$ cat src/rtl/core/ibe_pkg.sv
`timescale 1ns / 1ps
// ----------------------------------------------------------------------------
// ibe_pkg
// shared types and constants of the i2c master byte engine
// ----------------------------------------------------------------------------
package ibe_pkg;

    localparam int BYTE_BITS = 8;
    localparam int TICK_W    = 16;
    localparam int RETRY_W   = 8;
    localparam int BITCNT_W  = 4;
    localparam int OPCODE_W  = 3;
    localparam int CFG_IDX_W = 8;
    localparam int CFG_DAT_W = 16;

    // command codes
    localparam logic [OPCODE_W-1:0] OP_START   = 3'd0;
    localparam logic [OPCODE_W-1:0] OP_STOP    = 3'd1;
    localparam logic [OPCODE_W-1:0] OP_WRITE   = 3'd2;
    localparam logic [OPCODE_W-1:0] OP_RD_ACK  = 3'd3;
    localparam logic [OPCODE_W-1:0] OP_RD_NACK = 3'd4;

    // register indexes
    localparam logic [CFG_IDX_W-1:0] CFG_PHASE_TICKS = 8'd0;
    localparam logic [CFG_IDX_W-1:0] CFG_ACK_RETRY   = 8'd1;

    localparam logic [TICK_W-1:0]  PHASE_TICKS_RST = 16'd10;
    localparam logic [RETRY_W-1:0] ACK_RETRY_RST   = 8'd50;

    typedef struct packed {
        logic                 sda_sample;
        logic [BYTE_BITS-1:0] tx_byte;
        logic [OPCODE_W-1:0]  opcode;
        logic                 cmd_valid;
    } item_t;

    typedef struct packed {
        logic                 ack_failed;
        logic                 cmd_done;
        logic [BYTE_BITS-1:0] rx_byte;
        logic                 busy_res;
        logic                 sda_level;
        logic                 scl_level;
    } result_t;

    typedef struct packed {
        logic [TICK_W-1:0]  plen;
        logic [RETRY_W-1:0] retry_limit;
    } timing_t;

endpackage

$ cat src/rtl/core/ibe_cfg_regs.sv
`timescale 1ns / 1ps
// ----------------------------------------------------------------------------
// ibe_cfg_regs
// configuration registers: phase length and ack retry limit
// ----------------------------------------------------------------------------
module ibe_cfg_regs
(
    input  logic                          clk,
    input  logic                          rst_n,
    input  logic                          cfg_valid,
    input  logic [ibe_pkg::CFG_IDX_W-1:0] cfg_index,
    input  logic [ibe_pkg::CFG_DAT_W-1:0] cfg_data,
    output ibe_pkg::timing_t              timing
);
    import ibe_pkg::*;

    logic [TICK_W-1:0]  phase_ticks_reg;
    logic [TICK_W-1:0]  phase_ticks_next;
    logic [RETRY_W-1:0] retry_limit_reg;
    logic [RETRY_W-1:0] retry_limit_next;

    always_comb
    begin
        phase_ticks_next = phase_ticks_reg;
        retry_limit_next = retry_limit_reg;
        if (cfg_valid)
        begin
            case (cfg_index)
                CFG_PHASE_TICKS: phase_ticks_next = cfg_data[TICK_W-1:0];
                CFG_ACK_RETRY:   retry_limit_next = cfg_data[RETRY_W-1:0];
                default:
                begin
                    phase_ticks_next = phase_ticks_reg;
                    retry_limit_next = retry_limit_reg;
                end
            endcase
        end
    end

    always_ff @(posedge clk or negedge rst_n)
    begin
        if (!rst_n)
        begin
            phase_ticks_reg <= PHASE_TICKS_RST;
            retry_limit_reg <= ACK_RETRY_RST;
        end
        else
        begin
            phase_ticks_reg <= phase_ticks_next;
            retry_limit_reg <= retry_limit_next;
        end
    end

    // zero length acts as one tick
    assign timing.plen        = (phase_ticks_reg == '0) ? TICK_W'(1) : phase_ticks_reg;
    assign timing.retry_limit = retry_limit_reg;

endmodule

$ cat src/rtl/core/ibe_engine.sv
`timescale 1ns / 1ps
// ----------------------------------------------------------------------------
// ibe_engine
// bus phase sequencer: advances one tick per step and forms the result
// ----------------------------------------------------------------------------
module ibe_engine
(
    input  logic             clk,
    input  logic             rst_n,
    input  logic             step_en,
    input  ibe_pkg::item_t   item,
    input  ibe_pkg::timing_t timing,
    output ibe_pkg::result_t res
);
    import ibe_pkg::*;

    typedef enum logic [3:0] {
        PH_IDLE = 4'd0,
        PH_ST0  = 4'd1,
        PH_ST1  = 4'd2,
        PH_SP0  = 4'd3,
        PH_SP1  = 4'd4,
        PH_W0   = 4'd5,
        PH_W1   = 4'd6,
        PH_W2   = 4'd7,
        PH_A0   = 4'd8,
        PH_A1   = 4'd9,
        PH_POLL = 4'd10,
        PH_R0   = 4'd11,
        PH_R1   = 4'd12,
        PH_K0   = 4'd13,
        PH_K1   = 4'd14
    } phase_t;

    localparam logic [BITCNT_W-1:0] BITS_LAST = BITCNT_W'(BYTE_BITS);

    phase_t               phase_reg,  phase_next;
    logic [TICK_W-1:0]    tick_reg,   tick_next;
    logic [BITCNT_W-1:0]  bit_reg,    bit_next;
    logic [BYTE_BITS-1:0] shift_reg,  shift_next;
    logic [RETRY_W-1:0]   retry_reg,  retry_next;
    logic                 scl_reg,    scl_next;
    logic                 sda_reg,    sda_next;
    logic [OPCODE_W-1:0]  held_reg,   held_next;
    logic [BYTE_BITS-1:0] rx_reg,     rx_next;
    logic                 done;
    logic                 fail;
    logic [TICK_W-1:0]    tick_inc;
    logic [BITCNT_W-1:0]  bit_inc;
    logic [BYTE_BITS-1:0] shift_rd;

    always_comb
    begin
        phase_next = phase_reg;
        tick_next  = tick_reg;
        bit_next   = bit_reg;
        shift_next = shift_reg;
        retry_next = retry_reg;
        scl_next   = scl_reg;
        sda_next   = sda_reg;
        held_next  = held_reg;
        rx_next    = rx_reg;
        done       = 1'b0;
        fail       = 1'b0;
        tick_inc   = tick_reg + TICK_W'(1);
        bit_inc    = bit_reg + BITCNT_W'(1);
        shift_rd   = {shift_reg[BYTE_BITS-2:0], item.sda_sample};

        if (step_en)
        begin
            if (phase_reg == PH_IDLE)
            begin
                if (item.cmd_valid && (item.opcode inside {[OP_START:OP_RD_NACK]}))
                begin
                    held_next  = item.opcode;
                    retry_next = '0;
                    bit_next   = '0;
                    tick_next  = '0;
                    case (item.opcode)
                        OP_START:
                        begin
                            phase_next = PH_ST0;
                            scl_next   = 1'b1;
                            sda_next   = 1'b1;
                        end
                        OP_STOP:
                        begin
                            phase_next = PH_SP0;
                            scl_next   = 1'b0;
                            sda_next   = 1'b0;
                        end
                        OP_WRITE:
                        begin
                            shift_next = item.tx_byte;
                            phase_next = PH_W0;
                            scl_next   = 1'b0;
                            sda_next   = item.tx_byte[BYTE_BITS-1];
                        end
                        default:
                        begin
                            shift_next = '0;
                            phase_next = PH_R0;
                            scl_next   = 1'b0;
                            sda_next   = 1'b1;
                        end
                    endcase
                end
            end
            else
            begin
                tick_next = tick_inc;
                if (tick_inc >= timing.plen)
                begin
                    tick_next = '0;
                    case (phase_reg)
                        PH_ST0:
                        begin
                            phase_next = PH_ST1;
                            scl_next   = 1'b1;
                            sda_next   = 1'b0;
                        end
                        PH_ST1:
                        begin
                            scl_next   = 1'b0;
                            phase_next = PH_IDLE;
                            done       = 1'b1;
                        end
                        PH_SP0:
                        begin
                            phase_next = PH_SP1;
                            scl_next   = 1'b1;
                            sda_next   = 1'b1;
                        end
                        PH_SP1:
                        begin
                            phase_next = PH_IDLE;
                            done       = 1'b1;
                            fail       = (held_reg == OP_WRITE);
                        end
                        PH_W0:
                        begin
                            phase_next = PH_W1;
                            scl_next   = 1'b1;
                        end
                        PH_W1:
                        begin
                            phase_next = PH_W2;
                            scl_next   = 1'b0;
                        end
                        PH_W2:
                        begin
                            bit_next   = bit_inc;
                            shift_next = {shift_reg[BYTE_BITS-2:0], 1'b0};
                            scl_next   = 1'b0;
                            if (bit_inc < BITS_LAST)
                            begin
                                phase_next = PH_W0;
                                sda_next   = shift_reg[BYTE_BITS-2];
                            end
                            else
                            begin
                                phase_next = PH_A0;
                                sda_next   = 1'b1;
                            end
                        end
                        PH_A0:
                        begin
                            phase_next = PH_A1;
                            scl_next   = 1'b1;
                            sda_next   = 1'b1;
                        end
                        PH_A1, PH_POLL:
                        begin
                            if (!item.sda_sample)
                            begin
                                scl_next   = 1'b0;
                                phase_next = PH_IDLE;
                                done       = 1'b1;
                            end
                            else if (retry_reg >= timing.retry_limit)
                            begin
                                phase_next = PH_SP0;
                                scl_next   = 1'b0;
                                sda_next   = 1'b0;
                            end
                            else
                            begin
                                retry_next = retry_reg + RETRY_W'(1);
                                phase_next = PH_POLL;
                                scl_next   = 1'b1;
                                sda_next   = 1'b1;
                            end
                        end
                        PH_R0:
                        begin
                            phase_next = PH_R1;
                            scl_next   = 1'b1;
                            sda_next   = 1'b1;
                        end
                        PH_R1:
                        begin
                            shift_next = shift_rd;
                            bit_next   = bit_inc;
                            scl_next   = 1'b0;
                            if (bit_inc < BITS_LAST)
                            begin
                                phase_next = PH_R0;
                                sda_next   = 1'b1;
                            end
                            else
                            begin
                                rx_next    = shift_rd;
                                phase_next = PH_K0;
                                sda_next   = (held_reg == OP_RD_ACK) ? 1'b0 : 1'b1;
                            end
                        end
                        PH_K0:
                        begin
                            phase_next = PH_K1;
                            scl_next   = 1'b1;
                        end
                        PH_K1:
                        begin
                            scl_next   = 1'b0;
                            phase_next = PH_IDLE;
                            done       = 1'b1;
                        end
                        default:
                        begin
                            phase_next = PH_IDLE;
                            scl_next   = 1'b1;
                            sda_next   = 1'b1;
                        end
                    endcase
                end
            end
        end
    end

    always_ff @(posedge clk or negedge rst_n)
    begin
        if (!rst_n)
        begin
            phase_reg <= PH_IDLE;
            tick_reg  <= '0;
            bit_reg   <= '0;
            shift_reg <= '0;
            retry_reg <= '0;
            scl_reg   <= 1'b1;
            sda_reg   <= 1'b1;
            held_reg  <= '0;
            rx_reg    <= '0;
        end
        else
        begin
            phase_reg <= phase_next;
            tick_reg  <= tick_next;
            bit_reg   <= bit_next;
            shift_reg <= shift_next;
            retry_reg <= retry_next;
            scl_reg   <= scl_next;
            sda_reg   <= sda_next;
            held_reg  <= held_next;
            rx_reg    <= rx_next;
        end
    end

    // levels after this tick's update
    assign res.scl_level  = scl_next;
    assign res.sda_level  = sda_next;
    assign res.busy_res   = (phase_next != PH_IDLE);
    assign res.rx_byte    = rx_next;
    assign res.cmd_done   = done;
    assign res.ack_failed = fail;

`ifndef SYNTHESIS
    a_fail_with_done: assert property (@(posedge clk) disable iff (!rst_n)
        res.ack_failed |-> res.cmd_done)
        else $error("ack_failed without cmd_done");

    a_done_not_busy: assert property (@(posedge clk) disable iff (!rst_n)
        res.cmd_done |-> !res.busy_res)
        else $error("cmd_done while busy");

    a_idle_tick_zero: assert property (@(posedge clk) disable iff (!rst_n)
        (phase_reg == PH_IDLE) |-> (tick_reg == '0))
        else $error("tick counter running while idle");

    a_idle_holds: assert property (@(posedge clk) disable iff (!rst_n)
        (step_en && (phase_reg == PH_IDLE) && (!item.cmd_valid
            || (item.opcode > OP_RD_NACK)))
        |=> (phase_reg == PH_IDLE) && $stable(scl_reg) && $stable(sda_reg))
        else $error("engine left idle without a valid command");
`endif

endmodule

$ cat src/rtl/core/i2c_master_byte_engine_top.sv
`timescale 1ns / 1ps
// ----------------------------------------------------------------------------
// i2c_master_byte_engine_top
// i2c master byte engine with stream ports and a configuration write port
// ----------------------------------------------------------------------------
// Every input transfer is one tick of the bus timebase and yields exactly one
// result transfer with the SCL/SDA drive levels after that tick. One item is
// taken per clock cycle while the result side does not stall; a result passes
// the input register, then the result register, with the phase sequencer
// between them. Bus phase lengths are counted in input items, not in clock
// cycles. Configuration writes are taken in any cycle (cfg_ready is always
// high) and belong while the engine is idle.
module i2c_master_byte_engine_top
(
    input  logic                          clk,
    input  logic                          rst_n,
    input  logic                          s_axis_tvalid,
    output logic                          s_axis_tready,
    input  logic [15:0]                   s_axis_tdata,  // tx_byte, sda_sample
    input  logic [3:0]                    s_axis_tuser,  // cmd_valid, opcode
    output logic                          m_axis_tvalid,
    input  logic                          m_axis_tready,
    // scl_level, sda_level, busy_res, rx_byte, cmd_done, ack_failed
    output logic [15:0]                   m_axis_tdata,
    input  logic                          cfg_valid,
    output logic                          cfg_ready,
    input  logic [ibe_pkg::CFG_IDX_W-1:0] cfg_index,
    input  logic [ibe_pkg::CFG_DAT_W-1:0] cfg_data
);
    import ibe_pkg::*;

    logic    in_valid_reg, in_valid_next;
    item_t   in_item_reg,  in_item_next;
    logic    out_valid_reg, out_valid_next;
    result_t out_res_reg,  out_res_next;
    logic    out_free;
    logic    advance;
    item_t   s_item;
    result_t step_res;
    timing_t timing;

    assign s_item.cmd_valid  = s_axis_tuser[0];
    assign s_item.opcode     = s_axis_tuser[3:1];
    assign s_item.tx_byte    = s_axis_tdata[7:0];
    assign s_item.sda_sample = s_axis_tdata[8];

    assign out_free      = !out_valid_reg || m_axis_tready;
    assign advance       = in_valid_reg && out_free;
    assign s_axis_tready = !in_valid_reg || advance;
    assign cfg_ready     = 1'b1;

    ibe_cfg_regs u_cfg
    (
        .clk       (clk),
        .rst_n     (rst_n),
        .cfg_valid (cfg_valid),
        .cfg_index (cfg_index),
        .cfg_data  (cfg_data),
        .timing    (timing)
    );

    ibe_engine u_engine
    (
        .clk     (clk),
        .rst_n   (rst_n),
        .step_en (advance),
        .item    (in_item_reg),
        .timing  (timing),
        .res     (step_res)
    );

    always_comb
    begin
        in_valid_next  = in_valid_reg;
        in_item_next   = in_item_reg;
        out_valid_next = out_valid_reg;
        out_res_next   = out_res_reg;
        if (s_axis_tvalid && s_axis_tready)
        begin
            in_valid_next = 1'b1;
            in_item_next  = s_item;
        end
        else if (advance)
        begin
            in_valid_next = 1'b0;
        end
        if (advance)
        begin
            out_valid_next = 1'b1;
            out_res_next   = step_res;
        end
        else if (m_axis_tready)
        begin
            out_valid_next = 1'b0;
        end
    end

    always_ff @(posedge clk or negedge rst_n)
    begin
        if (!rst_n)
        begin
            in_valid_reg  <= 1'b0;
            out_valid_reg <= 1'b0;
        end
        else
        begin
            in_valid_reg  <= in_valid_next;
            out_valid_reg <= out_valid_next;
        end
    end

    always_ff @(posedge clk)
    begin
        in_item_reg <= in_item_next;
        out_res_reg <= out_res_next;
    end

    assign m_axis_tvalid = out_valid_reg;
    assign m_axis_tdata  = {3'b000, out_res_reg};

endmodule

$ cat config.mk
export PLATFORM = sky130hd
export DESIGN_NAME = i2c_master_byte_engine_top
export DESIGN_NICKNAME = d
export VERILOG_FILES = /design/src/rtl/core/ibe_pkg.sv /design/src/rtl/core/ibe_cfg_regs.sv /design/src/rtl/core/ibe_engine.sv /design/src/rtl/core/i2c_master_byte_engine_top.sv
export SDC_FILE = /design/constraint.sdc
export NUM_CORES = 1
export LEC_CHECK = 0
export BUFFER_PORTS_ARGS = -buffer_cell sky130_fd_sc_hd__clkbuf_2
export CAP_MARGIN = 30
export CORE_ASPECT_RATIO = 1.75
export CORE_MARGIN = 3
export CORE_UTILIZATION = 30
export CTS_BUF_LIST = sky130_fd_sc_hd__clkbuf_16
export CTS_CLUSTER_DIAMETER = 50
export DETAILED_ROUTE_END_ITERATION = 10
export GPL_TIMING_DRIVEN = 1
export SKIP_LAST_GASP = 1
export SYNTH_ARGS = -nofsm -noshare
export SYNTH_HDL_FRONTEND = slang
export SYNTH_SLANG_ARGS = --single-unit
$ cat constraint.sdc
create_clock -name clk -period 5.57 [get_ports clk]
set_clock_uncertainty 0.05 [all_clocks]
set_input_delay 1.3925 -clock clk [delete_from_list [all_inputs] [get_ports clk]]
set_output_delay 1.3925 -clock clk [all_outputs]
set_load 0.03 [all_outputs]
==> out/summary.txt <==
Total GRT Usage: 13.0%
CTS tree: yes
HPWL Detailed: 9740 um
H-tree levels: 3
Synth Area per Inst: 10.7 sq um
top post-synthesis cells by area: dfrtp_1, edfxtp_1, ha_1, mux2_2, nand2_1
Place WS: 1.34 ns
Antenna diodes: 0
Worst path top cell family by delay: simple AND/OR/NAND/NOR gates
row cnt: 65
Area Growth Syn to Fin: 14.7%
largest fanout on the critical path: 12
Port Buffers: 56
slew margin rel.: 36.8%
Hold Crit Class: register to register
hold buffer count at CTS: 0
CP max stage cell: nor2_1
Initial DRC Count: 221
crit-path cells: and3_1 -> and3_1 -> nand3_1 -> nor2_1 -> nand4_1 -> xnor2_1 -> ha_1 -> a211oi_1 -> o21ai_1 -> a22oi_1 -> and3_4 -> nand2_1 -> nor2_1 -> a22o_1
core area: 0.0181 sq mm
Critical Path Start Type: register
f_max: 0.234 GHz
die area: 0.0204 sq mm
main flop type after synthesis: dfrtp_1
Area after DPL: 0.00608 sq mm
Die Wd: 109 um
Clock Tree Root: clkbuf_16
Worst Path Arrival: 4.50 ns
share of cells above drive strength 1: 21.8%
drt pass-1 iters: 5
Vias/cell: 5.12
Yosys reg bits: 104
Die H: 186 um
worst path bufs/invs: 0
fin area: 0.00640 sq mm
worst slew pin tran: 0.947 ns
Final Slew Violations: 0
final hold violations: 0
CP Capture Type: register
Max VDD drop: 0.000152 V
routed length per instance: 15.6 um
initial antenna violation count: 0
Final Wtd Congestion: 0.870
Worst-Skew Late Latency: 0.36 ns
status: completed
Worst Slack Setup Final: 1.30 ns
Finished Layout Cells: 811
hold slack: 0.448 ns
# clock sinks: 104
most frequent cell after synthesis: dfrtp_1
EDFF count, synth: 26
fin crit share: 76.6%
post-CTS sizing: 0
launch point of the worst reg-to-reg path: u_engine.tick_reg[2]
DRT antenna net count: 0
Setup violations, final: 0
vias in the first global route: 4336
CP startpoint: u_engine.tick_reg[2]
Util after Layout: 35.3%
setup TNS: 0 ns
Synth warnings: 0
cell area after synthesis: 0.00558 sq mm
fin crit period: 4.27 ns
RSZ-0062 raised after global routing: no
sequential element share of the synthesized area: 49.1%
global-route wire length before repair: 21200 um
Residual DRC: 0
Leak: 2.90 nW
nets@finish: 648
critical path class: register to register
Post-Place Cells: 795
vias: 4155
wirelength, routed: 12600 um
Worst Min Path Start: u_engine.held_reg[2]
Async SR Flop Fraction: 75.0%
PD cells: 267 mW/mm^2
clock buffer count from CTS: 9
Worst EP required: 5.80 ns
total grt overflow: 0
biggest cell delay along the critical path: 0.70 ns
fill count: 1804
Tot Pwr: 1.71 mW
cells after synthesis: 524
area leader, netlist: dfrtp_1
CTS Buffer Depth: 2
Reg clk slew, reported paths: 0.09 ns
post-synth top area share: 31.8%
synth unique cells: 66
num ports: 68
Post-CTS Setup Repair Bufs: 0
pin count of the biggest net entering global routing: 56
Initial Utilization: 30.8%
Post-synth top cells: dfrtp_1, nand2_1, o21ai_0, inv_1
max cap viols: 0
metal layers:
layer	up-vias	part of all wire [%]	GRT usage, %
met5	-	0	0
met4	0	3.0	5.49
met3	23	4.3	2.42
met2	123	57	24.3
met1	2023	36	13.9
li1	1986	-	-
report_power, final:
group          internal (mW)  leakage, nW  total, mW  switching (mW)
Combinational         0.0692         1.52      0.182           0.112
Sequential             0.824         1.22      0.862          0.0378
Clock                  0.331        0.157      0.666           0.335
Total                   1.22         2.90       1.71           0.485
worst register-to-register path, delay by kind of cell, from the launching register on:
kind	cells	cell delay, ns
adder cells (fa/ha/maj)	1	0.31
AO/OA/AOI/OAI	4	0.97
AND/OR/NAND/NOR	8	2.15
flip-flops	1	0.46
XOR/XNOR	1	0.27
cell families after synthesis:
| logic type | after synthesis | share of synthesized area, % |
|---|---|---|
| compound gates | 127 | 16.9 |
| xor+xnor | 18 | 3.16 |
| fa+ha+maj | 27 | 6.05 |
| buf+inv | 55 | 4.37 |
| flops | 104 | 49.1 |
| mux | 28 | 5.69 |
| other cells | 2 | 0.134 |
| simple gates | 163 | 14.6 |
worst paths after layout:
check,to,slack (ns),cells after the start
max in group asynchronous,u_cfg.phase_ticks_reg[1],3.95,2
max reg2reg,u_engine.tick_reg[15],1.30,14
min in group asynchronous,u_engine.shift_reg[3],0.89,1
min,u_engine.held_reg[2],0.45,2
max,u_engine.tick_reg[15],1.30,14
min reg2reg,u_engine.held_reg[2],0.45,2
final cells by class:
type                       instances  area [sq um]  area share (%)
clock buffer                       9           225            3.52
clock inverter                     7          98.8            1.54
inverter                          32           120            1.88
multi-input combinational        367          2610            40.7
sequential                       104          2740            42.8
tap                              234           293            4.57
timing repair buffer              58           318            4.96
cell usage in the layout, fill, tap and decap left out, drive strengths merged, types with 4 or more instances in the layout:
master	instances
clkinv	4
dfstp	7
a32oi	4
o211ai	5
edfxtp	26
nor3	10
mux2	27
and2	4
a22o	22
conb	4
ha	27
nand4	4
nor4	7
nand2	58
xnor2	15
o21a	5
clkbuf	64
a31oi	4
nand3	20
inv	35
a211oi	7
a21o	6
nor2	27
a21oi	20
dfrtp	71
o21ai	42
nand2b	7
and3	10
Power figures use the tool's default switching activity.
